`src/sv/ltfe_pkg.sv`:
```
package ltfe_pkg;

  localparam int CELL_COUNT   = 16;
  localparam int PALETTE_SIZE = 10;
  localparam int FADE_STEPS   = 15;

  localparam int IDX_W   = 4;
  localparam int CNT_W   = $clog2(CELL_COUNT + 1);
  localparam int STEP_W  = 5;
  localparam int HOLD_W  = 6;
  localparam int COLOR_W = 4;
  localparam int CD_W    = 5;
  localparam int CFG_W   = 5;
  localparam int CHAN_W  = 8;

  localparam int HOLD_MIN    = 15;
  localparam int HOLD_MAX    = 60;
  localparam int CD_MIN      = 5;
  localparam int CD_MAX      = 20;
  localparam int MAX_ACT_RST = 6;

  localparam logic [1:0] PH_OFF  = 2'd0;
  localparam logic [1:0] PH_IN   = 2'd1;
  localparam logic [1:0] PH_HOLD = 2'd2;
  localparam logic [1:0] PH_OUT  = 2'd3;

  // Division by FADE_STEPS is a multiply by a rounded-up reciprocal. The
  // overshoot stays below 1/FADE_STEPS for every product, so the floor is exact.
  localparam int PROD_W    = CHAN_W + STEP_W;
  localparam int DIV_SHIFT = PROD_W + STEP_W;
  localparam int DIV_MUL   = (1 << DIV_SHIFT) / FADE_STEPS + 1;
  localparam int MUL_W     = $clog2(DIV_MUL + 1);
  localparam int FULL_W    = PROD_W + MUL_W;

  typedef struct packed {
    logic [1:0]         phase;
    logic [STEP_W-1:0]  step;
    logic [HOLD_W-1:0]  hold;
    logic [COLOR_W-1:0] color;
  } cell_t;

  typedef struct packed {
    logic               clear;
    logic               spawn;
    logic [COLOR_W-1:0] color;
    logic [HOLD_W-1:0]  hold;
  } upd_ctrl_t;

  typedef struct packed {
    logic [COLOR_W-1:0] color;
    logic [STEP_W-1:0]  level;
    logic [IDX_W-1:0]   index;
    logic               last;
  } pix_req_t;

  // Palette as {red, green, blue}; unused indexes are black.
  function automatic logic [3*CHAN_W-1:0] palette_rgb(input logic [COLOR_W-1:0] idx);
    logic [3*CHAN_W-1:0] rgb;
    case (idx)
      4'd0:    rgb = 24'hFF0000;
      4'd1:    rgb = 24'hA0141E;
      4'd2:    rgb = 24'h0AE61E;
      4'd3:    rgb = 24'h0032FF;
      4'd4:    rgb = 24'hDCC800;
      4'd5:    rgb = 24'hFFFFFF;
      4'd6:    rgb = 24'hB400B4;
      4'd7:    rgb = 24'hFF5000;
      4'd8:    rgb = 24'h0A64C8;
      4'd9:    rgb = 24'h96C800;
      default: rgb = '0;
    endcase
    return rgb;
  endfunction

endpackage

```
`src/sv/led_twinkle_fade_engine.sv`:
```
// After a request is accepted, each pixel passes the product register and then the output register of the shade unit.
// Each request yields 16 pixels, one per cycle while the output is taken.
// A new request is accepted only after all 16 cells have passed the head of the ring,
// as the one shared update unit serves the cells in turn.
// Reset (async, active low): all cells off, cooldown zero, cap of lit cells six.
module led_twinkle_fade_engine (
  input  logic                        clk_i,
  input  logic                        rst_ni,
  input  logic                        s_axis_tvalid,
  output logic                        s_axis_tready,
  // free_pick[3:0], palette_pick[7:4], hold_pick[13:8], cooldown_pick[18:14]
  input  logic [23:0]                 s_axis_tdata,
  // command[0]
  input  logic [0:0]                  s_axis_tuser,
  output logic                        m_axis_tvalid,
  input  logic                        m_axis_tready,
  // pixel_index[3:0], red[11:4], green[19:12], blue[27:20]
  output logic [31:0]                 m_axis_tdata,
  output logic                        m_axis_tlast,
  input  logic                        cfg_valid_i,
  output logic                        cfg_ready_o,
  input  logic [ltfe_pkg::CFG_W-1:0]  cfg_data_i
);

  localparam int CMP_W = ltfe_pkg::CNT_W + 8;

  logic                            busy_q;
  logic                            restart_q;
  logic                            spawn_q;
  logic [ltfe_pkg::CNT_W-1:0]      pick_q;
  logic [ltfe_pkg::CNT_W-1:0]      seen_q;
  logic [ltfe_pkg::CNT_W-1:0]      acc_q;
  logic [ltfe_pkg::CNT_W-1:0]      active_q;
  logic [ltfe_pkg::IDX_W-1:0]      cnt_q;
  logic [ltfe_pkg::COLOR_W-1:0]    color_q;
  logic [ltfe_pkg::COLOR_W-1:0]    color_d;
  logic [ltfe_pkg::HOLD_W-1:0]     hold_q;
  logic [ltfe_pkg::HOLD_W-1:0]     hold_d;
  logic [ltfe_pkg::CD_W-1:0]       cooldown_q;
  logic [ltfe_pkg::CD_W-1:0]       cooldown_d;
  logic [ltfe_pkg::CD_W-1:0]       cd_pick;
  logic [ltfe_pkg::CFG_W-1:0]      max_active_q;

  logic                            accept;
  logic                            issue;
  logic                            adv;
  logic                            command;
  logic [3:0]                      free_pick;
  logic [3:0]                      palette_pick;
  logic [5:0]                      hold_pick;
  logic [4:0]                      cooldown_pick;
  logic [CMP_W-1:0]                free_cnt;
  logic [CMP_W-1:0]                pick_ext;
  logic [ltfe_pkg::CNT_W-1:0]      pick_d;
  logic                            spawn_ok;

  ltfe_pkg::cell_t                 chain [ltfe_pkg::CELL_COUNT];
  ltfe_pkg::cell_t                 head_next;
  ltfe_pkg::upd_ctrl_t             ctrl;
  ltfe_pkg::pix_req_t              req;
  logic [ltfe_pkg::STEP_W-1:0]     level;
  logic                            head_active;

  assign s_axis_tready = !busy_q;
  assign cfg_ready_o   = 1'b1;
  assign accept        = s_axis_tvalid && s_axis_tready;
  assign issue         = busy_q && adv;

  assign command       = s_axis_tuser[0];
  assign free_pick     = s_axis_tdata[3:0];
  assign palette_pick  = s_axis_tdata[7:4];
  assign hold_pick     = s_axis_tdata[13:8];
  assign cooldown_pick = s_axis_tdata[18:14];

  // Spawn decision and the picks are settled when the request is accepted.
  always_comb begin
    free_cnt = CMP_W'(ltfe_pkg::CELL_COUNT) - CMP_W'(active_q);
    pick_ext = CMP_W'(free_pick);
    spawn_ok = (cooldown_q == '0)
            && (CMP_W'(active_q) < CMP_W'(ltfe_pkg::CELL_COUNT))
            && (CMP_W'(active_q) < CMP_W'(max_active_q));
    if (pick_ext > free_cnt - CMP_W'(1)) begin
      pick_d = ltfe_pkg::CNT_W'(free_cnt - CMP_W'(1));
    end else begin
      pick_d = ltfe_pkg::CNT_W'(pick_ext);
    end

    if (palette_pick > 4'(ltfe_pkg::PALETTE_SIZE - 1)) begin
      color_d = ltfe_pkg::COLOR_W'(ltfe_pkg::PALETTE_SIZE - 1);
    end else begin
      color_d = ltfe_pkg::COLOR_W'(palette_pick);
    end

    if (hold_pick < 6'(ltfe_pkg::HOLD_MIN)) begin
      hold_d = ltfe_pkg::HOLD_W'(ltfe_pkg::HOLD_MIN);
    end else if (hold_pick > 6'(ltfe_pkg::HOLD_MAX)) begin
      hold_d = ltfe_pkg::HOLD_W'(ltfe_pkg::HOLD_MAX);
    end else begin
      hold_d = ltfe_pkg::HOLD_W'(hold_pick);
    end

    if (cooldown_pick < 5'(ltfe_pkg::CD_MIN)) begin
      cd_pick = ltfe_pkg::CD_W'(ltfe_pkg::CD_MIN);
    end else if (cooldown_pick > 5'(ltfe_pkg::CD_MAX)) begin
      cd_pick = ltfe_pkg::CD_W'(ltfe_pkg::CD_MAX);
    end else begin
      cd_pick = ltfe_pkg::CD_W'(cooldown_pick);
    end

    // The cooldown is loaded by a spawn and then drops by one in the same tick.
    if (command) begin
      cooldown_d = '0;
    end else if (cooldown_q == '0) begin
      cooldown_d = spawn_ok ? cd_pick - ltfe_pkg::CD_W'(1) : '0;
    end else begin
      cooldown_d = cooldown_q - ltfe_pkg::CD_W'(1);
    end
  end

  always_ff @(posedge clk_i or negedge rst_ni) begin
    if (!rst_ni) begin
      busy_q       <= 1'b0;
      restart_q    <= 1'b0;
      spawn_q      <= 1'b0;
      pick_q       <= '0;
      seen_q       <= '0;
      acc_q        <= '0;
      active_q     <= '0;
      cnt_q        <= '0;
      cooldown_q   <= '0;
      max_active_q <= ltfe_pkg::CFG_W'(ltfe_pkg::MAX_ACT_RST);
    end else begin
      if (cfg_valid_i) begin
        max_active_q <= cfg_data_i;
      end
      if (accept) begin
        busy_q     <= 1'b1;
        restart_q  <= command;
        spawn_q    <= !command && spawn_ok;
        pick_q     <= pick_d;
        seen_q     <= '0;
        acc_q      <= '0;
        cnt_q      <= '0;
        cooldown_q <= cooldown_d;
      end else if (issue) begin
        seen_q <= seen_q + ltfe_pkg::CNT_W'(chain[0].phase == ltfe_pkg::PH_OFF);
        acc_q  <= acc_q + ltfe_pkg::CNT_W'(head_active);
        cnt_q  <= cnt_q + ltfe_pkg::IDX_W'(1);
        if (cnt_q == ltfe_pkg::IDX_W'(ltfe_pkg::CELL_COUNT - 1)) begin
          busy_q   <= 1'b0;
          active_q <= acc_q + ltfe_pkg::CNT_W'(head_active);
        end
      end
    end
  end

  always_ff @(posedge clk_i) begin
    if (accept) begin
      color_q <= color_d;
      hold_q  <= hold_d;
    end
  end

  // The ring turns once per pixel; after a full frame every cell is back in place.
  for (genvar k = 0; k < ltfe_pkg::CELL_COUNT; k++) begin : g_cell
    ltfe_cell u_cell (
      .clk_i   (clk_i),
      .rst_ni  (rst_ni),
      .shift_i (issue),
      .cell_i  ((k == ltfe_pkg::CELL_COUNT - 1) ? head_next : chain[(k + 1) % ltfe_pkg::CELL_COUNT]),
      .cell_o  (chain[k])
    );
  end

  always_comb begin
    ctrl.clear = restart_q;
    ctrl.spawn = spawn_q && (chain[0].phase == ltfe_pkg::PH_OFF) && (seen_q == pick_q);
    ctrl.color = color_q;
    ctrl.hold  = hold_q;
  end

  ltfe_update u_update (
    .cell_i   (chain[0]),
    .ctrl_i   (ctrl),
    .cell_o   (head_next),
    .level_o  (level),
    .active_o (head_active)
  );

  always_comb begin
    req.color = head_next.color;
    req.level = level;
    req.index = cnt_q;
    req.last  = (cnt_q == ltfe_pkg::IDX_W'(ltfe_pkg::CELL_COUNT - 1));
  end

  ltfe_shade u_shade (
    .clk_i       (clk_i),
    .rst_ni      (rst_ni),
    .req_valid_i (busy_q),
    .req_i       (req),
    .adv_o       (adv),
    .m_valid_o   (m_axis_tvalid),
    .m_ready_i   (m_axis_tready),
    .m_data_o    (m_axis_tdata),
    .m_last_o    (m_axis_tlast)
  );

endmodule

```
`src/sv/ltfe_cell.sv`:
```
module ltfe_cell (
  input  logic            clk_i,
  input  logic            rst_ni,
  input  logic            shift_i,
  input  ltfe_pkg::cell_t cell_i,
  output ltfe_pkg::cell_t cell_o
);

  ltfe_pkg::cell_t cell_q;

  always_ff @(posedge clk_i or negedge rst_ni) begin
    if (!rst_ni) begin
      cell_q <= '0;
    end else if (shift_i) begin
      cell_q <= cell_i;
    end
  end

  assign cell_o = cell_q;

endmodule

```
`src/sv/ltfe_update.sv`:
```
module ltfe_update (
  input  ltfe_pkg::cell_t                  cell_i,
  input  ltfe_pkg::upd_ctrl_t              ctrl_i,
  output ltfe_pkg::cell_t                  cell_o,
  output logic [ltfe_pkg::STEP_W-1:0]      level_o,
  output logic                             active_o
);

  ltfe_pkg::cell_t             cur;
  ltfe_pkg::cell_t             nxt;
  logic [ltfe_pkg::STEP_W:0]   inc;

  always_comb begin
    cur = cell_i;
    if (ctrl_i.spawn) begin
      cur.phase = ltfe_pkg::PH_IN;
      cur.step  = '0;
      cur.color = ctrl_i.color;
      cur.hold  = ctrl_i.hold;
    end
    nxt = cur;
    inc = {1'b0, cur.step} + (ltfe_pkg::STEP_W+1)'(1);
    case (cur.phase)
      ltfe_pkg::PH_IN: begin
        if (inc > (ltfe_pkg::STEP_W+1)'(ltfe_pkg::FADE_STEPS)) begin
          nxt.phase = ltfe_pkg::PH_HOLD;
          nxt.step  = '0;
        end else begin
          nxt.step = inc[ltfe_pkg::STEP_W-1:0];
        end
      end
      ltfe_pkg::PH_HOLD: begin
        if (cur.hold <= ltfe_pkg::HOLD_W'(1)) begin
          nxt.phase = ltfe_pkg::PH_OUT;
          nxt.step  = ltfe_pkg::STEP_W'(ltfe_pkg::FADE_STEPS);
        end else begin
          nxt.hold = cur.hold - ltfe_pkg::HOLD_W'(1);
        end
      end
      ltfe_pkg::PH_OUT: begin
        if (cur.step == '0) begin
          nxt.phase = ltfe_pkg::PH_OFF;
        end else begin
          nxt.step = cur.step - ltfe_pkg::STEP_W'(1);
        end
      end
      default: begin
      end
    endcase
    if (ctrl_i.clear) begin
      nxt = '0;
    end
  end

  // A held cell shows its full color, which is a fade at the top step.
  always_comb begin
    case (nxt.phase)
      ltfe_pkg::PH_OFF:  level_o = '0;
      ltfe_pkg::PH_HOLD: level_o = ltfe_pkg::STEP_W'(ltfe_pkg::FADE_STEPS);
      default:           level_o = nxt.step;
    endcase
  end

  assign cell_o   = nxt;
  assign active_o = (nxt.phase != ltfe_pkg::PH_OFF);

endmodule

```
`src/sv/ltfe_shade.sv`:
```
module ltfe_shade (
  input  logic               clk_i,
  input  logic               rst_ni,
  input  logic               req_valid_i,
  input  ltfe_pkg::pix_req_t req_i,
  output logic               adv_o,
  output logic               m_valid_o,
  input  logic               m_ready_i,
  output logic [31:0]        m_data_o,
  output logic               m_last_o
);

  logic                             p1_valid_q;
  logic [ltfe_pkg::PROD_W-1:0]      p1_prod_q [3];
  logic [ltfe_pkg::PROD_W-1:0]      p1_prod_d [3];
  logic [ltfe_pkg::IDX_W-1:0]       p1_index_q;
  logic                             p1_last_q;
  logic [3*ltfe_pkg::CHAN_W-1:0]    rgb;

  logic                             out_valid_q;
  logic [ltfe_pkg::CHAN_W-1:0]      out_chan_q [3];
  logic [ltfe_pkg::CHAN_W-1:0]      out_chan_d [3];
  logic [ltfe_pkg::IDX_W-1:0]       out_index_q;
  logic                             out_last_q;
  logic [ltfe_pkg::FULL_W-1:0]      full [3];
  logic [ltfe_pkg::FULL_W-ltfe_pkg::DIV_SHIFT-1:0] quot [3];

  assign adv_o = !out_valid_q || m_ready_i;
  assign rgb   = ltfe_pkg::palette_rgb(req_i.color);

  always_comb begin
    for (int c = 0; c < 3; c++) begin
      p1_prod_d[c] = ltfe_pkg::PROD_W'(rgb[(2-c)*ltfe_pkg::CHAN_W +: ltfe_pkg::CHAN_W])
                   * ltfe_pkg::PROD_W'(req_i.level);
    end
  end

  always_comb begin
    for (int c = 0; c < 3; c++) begin
      full[c] = ltfe_pkg::FULL_W'(p1_prod_q[c]) * ltfe_pkg::FULL_W'(ltfe_pkg::DIV_MUL);
      quot[c] = full[c][ltfe_pkg::FULL_W-1:ltfe_pkg::DIV_SHIFT];
      if (quot[c] > (ltfe_pkg::FULL_W-ltfe_pkg::DIV_SHIFT)'(255)) begin
        out_chan_d[c] = '1;
      end else begin
        out_chan_d[c] = quot[c][ltfe_pkg::CHAN_W-1:0];
      end
    end
  end

  always_ff @(posedge clk_i or negedge rst_ni) begin
    if (!rst_ni) begin
      p1_valid_q  <= 1'b0;
      out_valid_q <= 1'b0;
    end else if (adv_o) begin
      p1_valid_q  <= req_valid_i;
      out_valid_q <= p1_valid_q;
    end
  end

  always_ff @(posedge clk_i) begin
    if (adv_o) begin
      p1_prod_q   <= p1_prod_d;
      p1_index_q  <= req_i.index;
      p1_last_q   <= req_i.last;
      out_chan_q  <= out_chan_d;
      out_index_q <= p1_index_q;
      out_last_q  <= p1_last_q;
    end
  end

  assign m_valid_o = out_valid_q;
  assign m_last_o  = out_last_q;
  assign m_data_o  = {4'b0, out_chan_q[2], out_chan_q[1], out_chan_q[0], out_index_q};

endmodule

```
`config.mk`:
```
export PLATFORM = sky130hd
export DESIGN_NAME = led_twinkle_fade_engine
export DESIGN_NICKNAME = d
export VERILOG_FILES = /design/src/sv/ltfe_pkg.sv /design/src/sv/led_twinkle_fade_engine.sv /design/src/sv/ltfe_cell.sv /design/src/sv/ltfe_update.sv /design/src/sv/ltfe_shade.sv
export SDC_FILE = /design/constraint.sdc
export NUM_CORES = 1
export LEC_CHECK = 0
export BUFFER_PORTS_ARGS = -buffer_cell sky130_fd_sc_hd__buf_2
export CORE_MARGIN = 8
export CORE_UTILIZATION = 55
export DETAILED_ROUTE_END_ITERATION = 8
export PLACE_DENSITY_LB_ADDON = 0.25
export SLEW_MARGIN = 30
export SYNTH_ARGS = -nofsm -noshare
export SYNTH_HDL_FRONTEND = slang
export SYNTH_SLANG_ARGS = --single-unit
```
`constraint.sdc`:
```
create_clock -name clk_i -period 14.5 [get_ports clk_i]
set_clock_uncertainty 0.1 [all_clocks]
set_input_delay 2.9 -clock clk_i [delete_from_list [all_inputs] [get_ports clk_i]]
set_output_delay 2.9 -clock clk_i [all_outputs]
set_load 0.01 [all_outputs]
```
-- After elaboration in Yosys (flattened, before gate mapping)
Memory sizes are Yosys's and may differ from the RTL's.
Cells that the tools add are included.
- add/subtract/negate cells: 10
- multipliers: 6
- order comparisons: 13
- eq/ne operators: 6
- multiplexer cells: 27
- bitwise logic cells: 1
- reduce and logical (&&, ||, !) cells: 21
- operators with widths (kind ; count):
    $mul 13x15->28 const B ; 3
    $mux 5 ; 12
    $mul 8x5->13 ; 3
    $mux 17 ; 2
    $gt 10x8->1 const B ; 3
    $pmux 7 s3 ; 1
    $mux 6 ; 3
    $sub 5x1->5 const B ; 3
    $gt 4x13->1 ; 1
    $add 5x1->5 ; 2
    $logic_not 5->1 ; 2
    $pmux 5 s2 ; 1
    $mux 4 ; 2
    $logic_and 1x1->1 ; 7
    $mux 7 ; 1
    $sub 6x2->7 const B ; 1
    $add 5x1->6 const B ; 1
    $eq 2x2->1 const B ; 3
    $gt 6x4->1 const B ; 1
    $gt 6x6->1 const B ; 1
    $le 6x1->1 const B ; 1
    $lt 6x4->1 const B ; 1
    $reduce_bool 2->1 ; 3
    $sub 5x5->6 const A ; 1
    other kinds (19) ; 25
- register bits: 394
- bits in read-only memories: 384
- bits of input ports: 35
- logic and storage cells: 174
- memories: 1
- memory list (memory ; words ; bits a word ; read ports ; clocked after Yosys merged registers in ; write ports ; line ; text):
    (no name shown) ; 16 ; 24 ; 1 ; 0 ; 0 ; ltfe_pkg.sv:59 ; case (idx)

-- Longest topological paths before layout
Gate-level depths: netlist of the first run.
- word-level depth: 13
- gate-level depth with buffers: 28
- depth with buffers taken out: 26

-- Hierarchy
From an unflattened synthesis of the first run, not the netlist that was laid out.
- cell total of the unflattened synthesis: 2089
- area total of the unflattened synthesis: 25634.6 um2
- modules (own cells, without submodules) (module ; instances ; cells each ; area an instance (um2) ; seq. area each (um2)):
    ltfe_shade ; 1 ; 1121 ; 11295.8 ; 2242.2
    ltfe_cell ; 16 ; 36 ; 685.7 ; 425.4
    led_twinkle_fade_engine ; 1 ; 258 ; 2511.2 ; 1228.7
    ltfe_update ; 1 ; 134 ; 857.1 ; 0.0

-- Worst setup path before layout of the first run
Ideal clock, no wire load.
- path kind: reg2reg
- from: register seen_q[1] in the netlist's numbering
- to: register u_shade.p1_prod_q[25] in the netlist's numbering, data pin
- setup time: 0.157 ns
- data arrival time: 6.489 ns
- slack: 7.754 ns
- stages on the path, launching flop included: 26
- path buffers: 1
- period minus slack after synthesis: 6.746 ns
- path through: dfrtp_1 -> xnor2_1 -> nand4_2 -> nor2_1 -> mux2i_1 -> ha_1 -> nor2_1 -> nor3_1 -> o21ai_0 -> a22oi_4 -> a21oi_2 -> or4_4 -> buf_6 -> or2_1 -> fa_1 -> fa_1 -> fa_1 -> inv_1 -> ha_1 -> a21o_1 -> a21oi_1 -> o21bai_1 -> a21oi_1 -> o21ai_0 -> and4_1 -> nor3_1
- RTL lines (item ; line ; text):
    from (decl) ; led_twinkle_fade_engine.sv:31 ; logic [ltfe_pkg::CNT_W-1:0] seen_q;
    from (signal assigned) ; led_twinkle_fade_engine.sv:146 ; seen_q <= seen_q + ltfe_pkg::CNT_W'(chain[0].phase == ltfe_pkg::PH_OFF);
    to (signal assigned) ; ltfe_shade.sv:62 ; p1_prod_q <= p1_prod_d;
    to (decl) ; ltfe_shade.sv:14 ; logic [ltfe_pkg::PROD_W-1:0] p1_prod_q [3];

==> results of run 1 <==
-- sequential cells by signal, summed over array words and instances, names as in the netlist --
| name | flops |
|---|---|
| g_cell.u_cell.cell_o | 272 |
| u_shade.p1_prod_q | 39 |
| u_shade.m_data_o | 24 |
| hold_q | 6 |
| acc_q | 5 |
| active_q | 5 |
| cooldown_q | 5 |
| max_active_q | 5 |
| pick_q | 5 |
| seen_q | 5 |
| cnt_q | 4 |
| color_q | 4 |
| u_shade.out_index_q | 4 |
| u_shade.p1_index_q | 4 |
| busy_q | 1 |
| restart_q | 1 |
| spawn_q | 1 |
| u_shade.m_last_o | 1 |
| u_shade.m_valid_o | 1 |
| u_shade.p1_last_q | 1 |
| u_shade.p1_valid_q | 1 |
-- metal layers --
layer	track usage, %	wire length (um)
met4	5.38	1080
met3	2.87	1510
met5	0	0
met2	31.6	22900
met1	24.3	21000
-- layout by cell type, fill, tap and decap left out, types with 13 or more instances in the layout --
cell type    n
a21o_1      32
a21oi_1     74
and3_1      13
buf_2       59
clkbuf_16   47
dfrtp_1    309
edfxtp_1    83
fa_1       105
ha_1       287
inv_1      213
nand2_1    850
nand2b_1    23
nand3_1     26
nand4_1     13
nor2_1     113
nor2b_1     13
nor3_1      26
o21ai_0     74
or2_2       17
xnor2_1     35
xor2_1      20
-- worst reg2reg max path, stage by stage, from the launching register on --
cell and delay [ns]:
dfrtp_1 0.47, nor2_4 0.22, nand3_1 0.33, nor2_1 0.70, mux2i_1 0.40, ha_1 0.23
nor2_1 0.06, nor3_1 0.15, nand3_1 0.19, a221oi_1 0.53, nor3_1 0.15, o22a_1 0.50
or2_2 0.45, fa_1 0.50, fa_1 0.52, fa_1 0.54, inv_1 0.04, ha_1 0.33
a21o_1 0.19, a21oi_1 0.26, o21bai_1 0.10, a21oi_1 0.21, o21ai_0 0.20, and4_1 0.25
nor3_1 0.17
-- power by group through the flow --
stage               logic (mW)  clock network (mW)  registers [mW]
CTS                       1.25                1.23            1.46
detailed placement        1.23                   0            1.48
floorplan                0.921                   0            1.45
global placement          1.16                   0            1.47
global route              1.44                1.28            1.48
finish                    1.23                1.20            1.46
-- cell families (layout without fill, tap and decap cells) --
| kind of cell | count (synthesis) | in the layout | share of synthesized area (%) |
|---|---|---|---|
| buffers and inverters | 311 | 367 | 4.90 |
| DFF | 394 | 394 | 41.9 |
| and+or+nand+nor | 1155 | 1155 | 19.6 |
| xor gates and xnor gates | 57 | 57 | 2.10 |
| AOI/OAI and AO/OA | 291 | 291 | 7.64 |
| adders and majority gates | 392 | 392 | 23.2 |
| muxes | 13 | 13 | 0.546 |
| other | 2 | 5 | 0.0306 |
-- final timing paths --
path | slack [ns] | from | endpoint | cells past startpoint
worst max-delay path | 6.49 | g_cell[0].u_cell.cell_o[16]$_DFFE_PN0P_ | u_shade.p1_prod_q[25]$_DFFE_PP_ | 24
worst min-delay path | 0.32 | u_shade.p1_index_q[3]$_DFFE_PP_ | u_shade.out_index_q[3]$_DFFE_PP_ | 0
worst max register to register | 6.49 | g_cell[0].u_cell.cell_o[16]$_DFFE_PN0P_ | u_shade.p1_prod_q[25]$_DFFE_PP_ | 24
worst min register to register | 0.32 | u_shade.p1_index_q[3]$_DFFE_PP_ | u_shade.out_index_q[3]$_DFFE_PP_ | 0
max in group asynchronous | 10.94 | rst_ni | g_cell[14].u_cell.cell_o[2]$_DFFE_PN0P_ | 2
min in group asynchronous | 2.15 | rst_ni | g_cell[5].u_cell.cell_o[16]$_DFFE_PN0P_ | 1
-- area by class of cell --
type,count,area [um^2]
clock buffers,53,1240
well taps,592,741
repair buffers,71,415
fillers,3720,17200
multi-input cells,1913,13100
inverters,214,803
flip-flops and latches,394,10300
clock inverters,29,364
-- through the flow --
step	utilization [%]	hold WS (ns)	instances	instance area [um^2]
floorplan	-	0.300	2618	24500
global placement	57.3	0.304	3184	25300
detailed placement	57.3	0.306	3184	25300
CTS	60.9	0.321	3266	26900
global route	61.0	0.328	3266	26900
finish	61.0	0.323	3266	26900
==> impl_metrics.yaml, run 1 <==
synthesis:
  synth_flop_cell: "dfrtp_1"
  syn_area_um2: 24500
  ys_ff_latch: 394
  yosysWarnings: 0
  yosysTopAreaCellShare_pct: 31.5
  yosysSeqAreaShare_pct: 41.9
  synth-edff-count: 83
  synth_area_leader_cell: "dfrtp_1"
  yosysMostFrequentCell: "nand2_1"
  netlist_instances: 2615
  synthTopCellsByCount: "nand2_1, dfrtp_1, ha_1, inv_1, nor2_1"
  synth_async_sr_flop_share_pct: 78.9
  synthTopCellsByArea: "dfrtp_1, ha_1, nand2_1"
  syn_avg_cell_area_um2: 9.38
  synth_cell_type_count: 78
run:
  drv_cap: 0
floorplanning:
  ios: 71
  initial_core_util_pct: 55.6
  core_area_um2: 44100
  dieArea_um2: 51600
  fp.dieH_um: 227
  die_w_um: 227
  rows: 77
setup_path:
  critPathMaxStageDelay_ns: 0.70
  crit_buf_inv: 1
  cp_max_fo: 22
  crit_slowest_cell: "nor2_1"
  cp.arrival_ns: 8.32
  critical_path_class: "register to register"
  cp-start-kind: "register"
  critical_path.top_delay_family: "simple AND/OR/NAND/NOR gates"
  cp-end-kind: "register"
  required_ns: 14.81
  path_cells: "nor2_4 > nand3_1 > nor2_1 > mux2i_1 > ha_1 > nor2_1 > nor3_1 > nand3_1 > a221oi_1 > nor3_1 > o22a_1 > or2_2 > fa_1 > fa_1 > fa_1 > inv_1 > ha_1 > a21o_1 > a21oi_1 > o21bai_1 > a21oi_1 > o21ai_0 > and4_1 > nor3_1"
power:
  ir_drop_mv: 0.0960
  powerDensity_nw_per_um2: 145
  power.share.sequential_pct: 37.5
  p_leak_nw: 14.6
  pwr-share-comb_pct: 31.6
  switchingPower_mw: 1.36
  power_mw: 3.90
  p_clk_share_pct: 30.9
  swShare_pct: 34.9
  p_int_mw: 2.54
clocking:
  cts_inserted_buffers: 44
  cts_buffer_depth: 3
  cts_sinks: 394
  h-tree-depth: 2
  post_cts_resized: 0
  clk_latency_ns: 0.59
  cts_tree: "built"
  cts_setup_buffers: 0
  path_clk_slew_ns: 0.07
  ctsHoldBuffers: 0
  clock-root-buffer: "clkbuf_16"
timing:
  post-route-period-util_pct: 55.2
  max_freq_mhz: 125
  finalCriticalPeriod_ns: 8.01
  rsz0062_at_grt: "no"
  setup_tns_ns: 0
  tightest_slew_ns: 0.938
  fin_ws_ns: 6.49
  finalHoldViolCount: 0
  slew_headroom_pct: 37.5
  slew_violations: 0
  setup_viol: 0
placement:
  place_ws_ns: 6.65
  hpwlAfterDp_um: 32600
  routabilityCongestion: 0.846
  io_buffers: 60
drt:
  drc: 0
  vias: 17500
  first_pass_iters: 5
  antenna_left: 0
  routed_wl_um: 46500
  viasPerCell: 5.36
  drt-initial-drc-count: 995
  wl_per_cell_um: 14.2
outcome:
  status: "complete, no violations"
layout:
  diodes: 0
  fin_nets: 3065
  area.growth.synth_to_final_pct: 9.80
  drive_above_1_share_pct: 7.14
global_routing:
  overflow: 0
  track_usage_pct: 18.5
  grt_pass1_vias: 17600
  antenna_found_initial: 0
  grt_pass1_wl_um: 81300
  grt_max_degree: 106
worst_hold_path:
  min_path_type: "register to register"
No activity file was read; power rests on OpenSTA's default activity.
==> inputs of run 2 (changes only) <==
- clock period: 14.5 -> 6.9 ns (I/O delays scaled with it)
==> run 2 against run 1 <==
Via count is 0.86% higher. Highest routed layer unchanged. Largest power group unchanged. Critical path depth stayed put. Worst hold slack better by 0.0026 ns.
==> impl_metrics.yaml, run 2 (synthesis gave the netlist of run 1 again) <==
outcome:
  status: "complete, no violations"
drt:
  wl_per_cell_um: 14.6
  routed_wl_um: 48000
  vias: 17600
  drc: 0
  antenna_left: 0
  first_pass_iters: 5
  viasPerCell: 5.36
  drt-initial-drc-count: 1149
clocking:
  cts_sinks: 394
  cts_inserted_buffers: 44
  cts_tree: "built"
  path_clk_slew_ns: 0.06
  cts_buffer_depth: 3
  clock-root-buffer: "clkbuf_16"
  clk_latency_ns: 0.58
  h-tree-depth: 2
floorplanning:
  ios: 71
  fp.dieH_um: 227
  dieArea_um2: 51600
  core_area_um2: 44100
  initial_core_util_pct: 55.6
  die_w_um: 227
  rows: 77
setup_path:
  path_cells: "xnor2_2 > nand4_2 > nor2_4 > mux2i_2 > ha_1 > nor2_1 > nor3_1 > nand3_2 > a22oi_4 > a21oi_2 > or4_4 > or2_1 > fa_1 > fa_1 > fa_1 > inv_1 > ha_1 > a21o_1 > a21oi_2 > o21bai_1 > a21oi_2 > o21ai_1 > and4_1 > nor3_1"
  cp_max_fo: 6
  cp.arrival_ns: 6.89
  required_ns: 7.22
  crit_buf_inv: 1
  cp-end-kind: "register"
  critPathMaxStageDelay_ns: 0.62
  critical_path.top_delay_family: "simple AND/OR/NAND/NOR gates"
  cp-start-kind: "register"
  crit_slowest_cell: "or4_4"
  critical_path_class: "register to register"
  reg2reg_slack_ns: 0.32
timing:
  post-route-period-util_pct: 95.3
  finalHoldViolCount: 0
  fin_ws_ns: 0.323
  slew_violations: 0
  setup_tns_ns: 0
  tightest_slew_ns: 0.876
  max_freq_mhz: 152
  setup_viol: 0
  finalCriticalPeriod_ns: 6.58
  slew_headroom_pct: 41.5
run:
  drv_cap: 0
placement:
  hpwlAfterDp_um: 33700
  place_ws_ns: -0.108
  io_buffers: 60
  routabilityCongestion: 0.886
layout:
  largest_register_ff_count: 272
  area.growth.synth_to_final_pct: 10.6
  fillerInstances: 3735
  final_cell_mix: "nand2_1, dfrtp_1, ha_1"
  drive_above_1_share_pct: 8.37
  diodes: 0
  final_common_cell: "nand2_1"
  fin_nets: 3095
global_routing:
  grt_max_degree: 186
  track_usage_pct: 19.1
  antenna_found_initial: 0
  grt_pass1_vias: 18000
  grt_pass1_wl_um: 83300
  overflow: 0
power:
  ir_drop_mv: 0.210
  powerDensity_nw_per_um2: 300
  p_leak_nw: 14.7
worst_hold_path:
  min_path_type: "register to register"
==> run 2: layout make-up <==
cell class / instances / area, um^2 / area share (%)
multi-input combinational: 1913 / 13200 / 48.6
sequential: 394 / 10300 / 37.9
clock buffer: 55 / 1190 / 4.41
inverter: 214 / 803 / 2.96
tap: 592 / 741 / 2.73
timing repair buffer: 101 / 661 / 2.44
clock inverter: 24 / 268 / 0.988
==> run 2: worst paths after layout <==
path / endpoint / from / cells after the start
worst max-delay path: u_shade.p1_prod_q[25]$_DFFE_PP_ / seen_q[3]$_DFFE_PN0P_ / 24
worst min-delay path: u_shade.m_last_o$_DFFE_PP_ / u_shade.p1_last_q$_DFFE_PP_ / 0
worst max register to register: u_shade.p1_prod_q[25]$_DFFE_PP_ / seen_q[3]$_DFFE_PN0P_ / 24
worst min register to register: u_shade.m_last_o$_DFFE_PP_ / u_shade.p1_last_q$_DFFE_PP_ / 0
max in group asynchronous: g_cell[9].u_cell.cell_o[3]$_DFFE_PN0P_ / rst_ni / 3
min in group asynchronous: g_cell[11].u_cell.cell_o[16]$_DFFE_PN0P_ / rst_ni / 1
==> run 2: routing by layer <==
layer / up-vias / part of all wire, % / global-route usage [%]
met2: 250 / 50 / 33.2
met1: 8648 / 44 / 24.6
met4: 0 / 2.1 / 5.40
met3: 79 / 3.9 / 3.09
met5: - / 0 / 0
li1: 8669 / - / -
==> run 2: timing repair <==
action                     in CTS  in global routing
setup endpoints to repair       6                 14
cloned                          0                  0
setup buffers                   0                  5
resized for setup               2                 23
hold buffers                    0                  0
pin swaps                       0                  6
==> run 2: through the flow <==
| stage | instances | utilization [%] | total power, mW | area, um^2 | hold slack (ns) |
|---|---|---|---|---|---|
| floorplan | 2618 | - | 4.99 | 24500 | 0.300 |
| global placement | 3208 | 57.8 | 5.60 | 25500 | 0.309 |
| detailed placement | 3208 | 57.8 | 5.76 | 25500 | 0.307 |
| CTS | 3287 | 61.1 | 8.21 | 27000 | 0.332 |
| global route | 3293 | 61.4 | 8.76 | 27100 | 0.337 |
| finish | 3293 | 61.4 | 8.14 | 27100 | 0.326 |
==> run 2: worst reg2reg max path, stage by stage (launching register included) <==
cell and delay (ns):
dfrtp_2 0.44, xnor2_2 0.18, nand4_2 0.19, nor2_4 0.22, mux2i_2 0.31, ha_1 0.21, nor2_1 0.06, nor3_1 0.23
nand3_2 0.17, a22oi_4 0.20, a21oi_2 0.08, or4_4 0.62, or2_1 0.28, fa_1 0.52, fa_1 0.52, fa_1 0.55
inv_1 0.04, ha_1 0.32, a21o_1 0.20, a21oi_2 0.16, o21bai_1 0.10, a21oi_2 0.19, o21ai_1 0.14, and4_1 0.22
nor3_1 0.17
==> run 2: power by group <==
group          leakage (nW)  internal [mW]  switching (mW)
Combinational          8.84           1.10            1.58
Sequential             5.11           2.79           0.281
Clock                 0.714           1.39           0.993
Total                  14.7           5.28            2.86
==> inputs of run 3 (changes only) <==
- PLACE_DENSITY_LB_ADDON: 0.25 -> 0.08
==> run 3 against run 2 <==
Non-clock buffer count shrank 2. Via count shrank 2.2%. Combinational power shrank 1%. Worst setup slack gained 0.0078 ns. Cell area shrank 0.21%. Sequential power is essentially flat. Fmax grew 0.12%. Highest routed layer unchanged. Flip-flop and latch count is the same. Final cell count is essentially flat. Sequential share of layout area grew 0.084 points. Largest power group unchanged.
==> impl_metrics.yaml, run 3 (synthesis gave the netlist of run 1 again) <==
timing:
  tightest_slew_ns: 0.912
  finalCriticalPeriod_ns: 6.57
  post-route-period-util_pct: 95.2
  max_freq_mhz: 152
  slew_violations: 0
  setup_viol: 0
  setup_tns_ns: 0
  finalHoldViolCount: 0
  whs_ns: 0.325
  slew_headroom_pct: 39.2
setup_path:
  cp-end-kind: "register"
  critPathMaxStageDelay_ns: 0.62
  crit_slowest_cell: "or4_4"
  cp.arrival_ns: 6.88
  path_cells: "xnor2_2 > and4_1 > nand2_1 > and2_1 > ha_1 > a31oi_1 > a41o_1 > a21oi_1 > o41ai_2 > a21oi_2 > or4_4 > or2_1 > fa_1 > fa_1 > fa_1 > inv_1 > ha_1 > a21o_1 > a21oi_2 > o21bai_1 > a21oi_1 > o21ai_1 > and4_1 > nor3_1"
  critical_path_class: "register to register"
  cp-start-kind: "register"
  cp_max_fo: 7
  timing.critical_path.mode_cell: "fa_1"
  reg2reg_slack_ns: 0.33
  required_ns: 7.21
clocking:
  path_clk_slew_ns: 0.06
  cts_sinks: 394
  cts_tree: "built"
  h-tree-depth: 2
  clk_latency_ns: 0.58
  cts_inserted_buffers: 44
  cts_buffer_depth: 3
  clock-root-buffer: "clkbuf_16"
global_routing:
  grt_pass1_vias: 17500
  antenna_found_initial: 0
  use_met2_pct: 30.6
  top_usage_layer: "met2"
  grt.met3_usage_pct: 2.25
  met1_usage_pct: 25.8
  track_usage_pct: 18.7
  overflow: 0
  grt_max_degree: 150
  grt_pass1_wl_um: 81700
worst_hold_path:
  min_path_type: "register to register"
layout:
  seq_area_um2: 10300
  fillerInstances: 3809
  final_common_cell: "nand2_1"
  fin_util_pct: 61.3
  multi_input_comb_area_um2: 13200
  fin_nets: 3093
  largest_register_ff_count: 272
  final_cell_mix: "nand2_1, dfrtp_1, ha_1"
  stdcell_area_um2: 27100
  drive_above_1_share_pct: 8.33
  area.growth.synth_to_final_pct: 10.3
  diodes: 0
drt:
  routed_wl_um: 46400
  first_pass_iters: 5
  wl_per_cell_um: 14.1
  vias: 17300
  drc: 0
  viasPerCell: 5.24
  drt-initial-drc-count: 990
  antenna_left: 0
power:
  p_leak_nw: 14.6
  p_int_mw: 5.23
  ir_drop_mv: 0.172
  switchingPower_mw: 2.79
  power_mw: 8.02
  swShare_pct: 34.8
  powerDensity_nw_per_um2: 296
  p_clk_share_pct: 28.8
  power.share.sequential_pct: 38.3
  pwr-share-comb_pct: 32.9
floorplanning:
  fp.dieH_um: 227
  die_w_um: 227
  ios: 71
  core_area_um2: 44100
  rows: 77
  initial_core_util_pct: 55.6
  dieArea_um2: 51600
placement:
  hpwlAfterDp_um: 32400
  routabilityCongestion: 0.833
  place_area_um2: 25500
  io_buffers: 60
outcome:
  status: "complete, no violations"
run:
  drv_cap: 0
-- run 3: cell count changes in the layout (fill, tap and decap cells not counted), moves of 3 or more --
cell	change
clkbuf_1	+4
clkinv_1	-6
bufinv_16	-3
clkbuf_8	+7
-- run 3: per-layer routing --
layer | routed length, um | part of all wire [%]
met1 | 22000 | 48
met2 | 21900 | 47
met4 | 959 | 2.1
met5 | 0 | 0
met3 | 1450 | 3.1
-- run 3: timing repair --
item | CTS | global route
setup buffers | 0 | 1
gates resized for setup | 0 | 26
endpoints found under the setup margin | 0 | 15
hold buffers | 0 | 0
-- run 3: worst max-delay path, delay by kind of cell, from the launching register on --
kind,cells,cell delay [ns]
adder cells (fa/ha/maj),5,2.12
AND/OR/NAND/NOR,7,1.84
AO/OA/AOI/OAI,10,1.70
flip-flops,1,0.45
XOR/XNOR,1,0.17
buffers and inverters,1,0.04
-- run 3: layout make-up --
cell class,count,share of cell area [%]
Inverter,214,2.97
Clock inverter,15,0.532
Multi-Input combinational cell,1913,48.6
Tap cell,592,2.74
Clock buffer,65,4.74
Timing Repair Buffer,99,2.41
Sequential cell,394,38.0
-- run 3: path summary, 6_finish.rpt --
| kind | from | depth (start not counted) | to |
|---|---|---|---|
| max | seen_q[2]$_DFFE_PN0P_ | 24 | u_shade.p1_prod_q[38]$_DFFE_PP_ |
| min | u_shade.p1_index_q[3]$_DFFE_PP_ | 0 | u_shade.out_index_q[3]$_DFFE_PP_ |
| max reg2reg | seen_q[2]$_DFFE_PN0P_ | 24 | u_shade.p1_prod_q[38]$_DFFE_PP_ |
| min reg2reg | u_shade.p1_index_q[3]$_DFFE_PP_ | 0 | u_shade.out_index_q[3]$_DFFE_PP_ |
| max in group asynchronous | rst_ni | 2 | g_cell[10].u_cell.cell_o[9]$_DFFE_PN0P_ |
| min in group asynchronous | rst_ni | 1 | g_cell[7].u_cell.cell_o[16]$_DFFE_PN0P_ |
-- run 3: stage by stage --
stage | worst slack [ns] | cells
after global placement | 0.112 | 3210
after CTS | 0.0291 | 3291
after floorplan | 0.154 | 2618
after detailed placement | 0.0516 | 3211
after global routing | -0.00637 | 3292
final | 0.331 | 3292
-- run 3: power by group through the flow --
stage	registers (mW)	logic, mW	clock network (mW)
6_report	3.07	2.64	2.31
2_1_floorplan	3.05	1.93	0
3_3_place_gp	3.10	2.52	0
5_1_grt	3.13	3.08	2.47
4_1_cts	3.07	2.66	2.39
3_5_place_dp	3.11	2.62	0
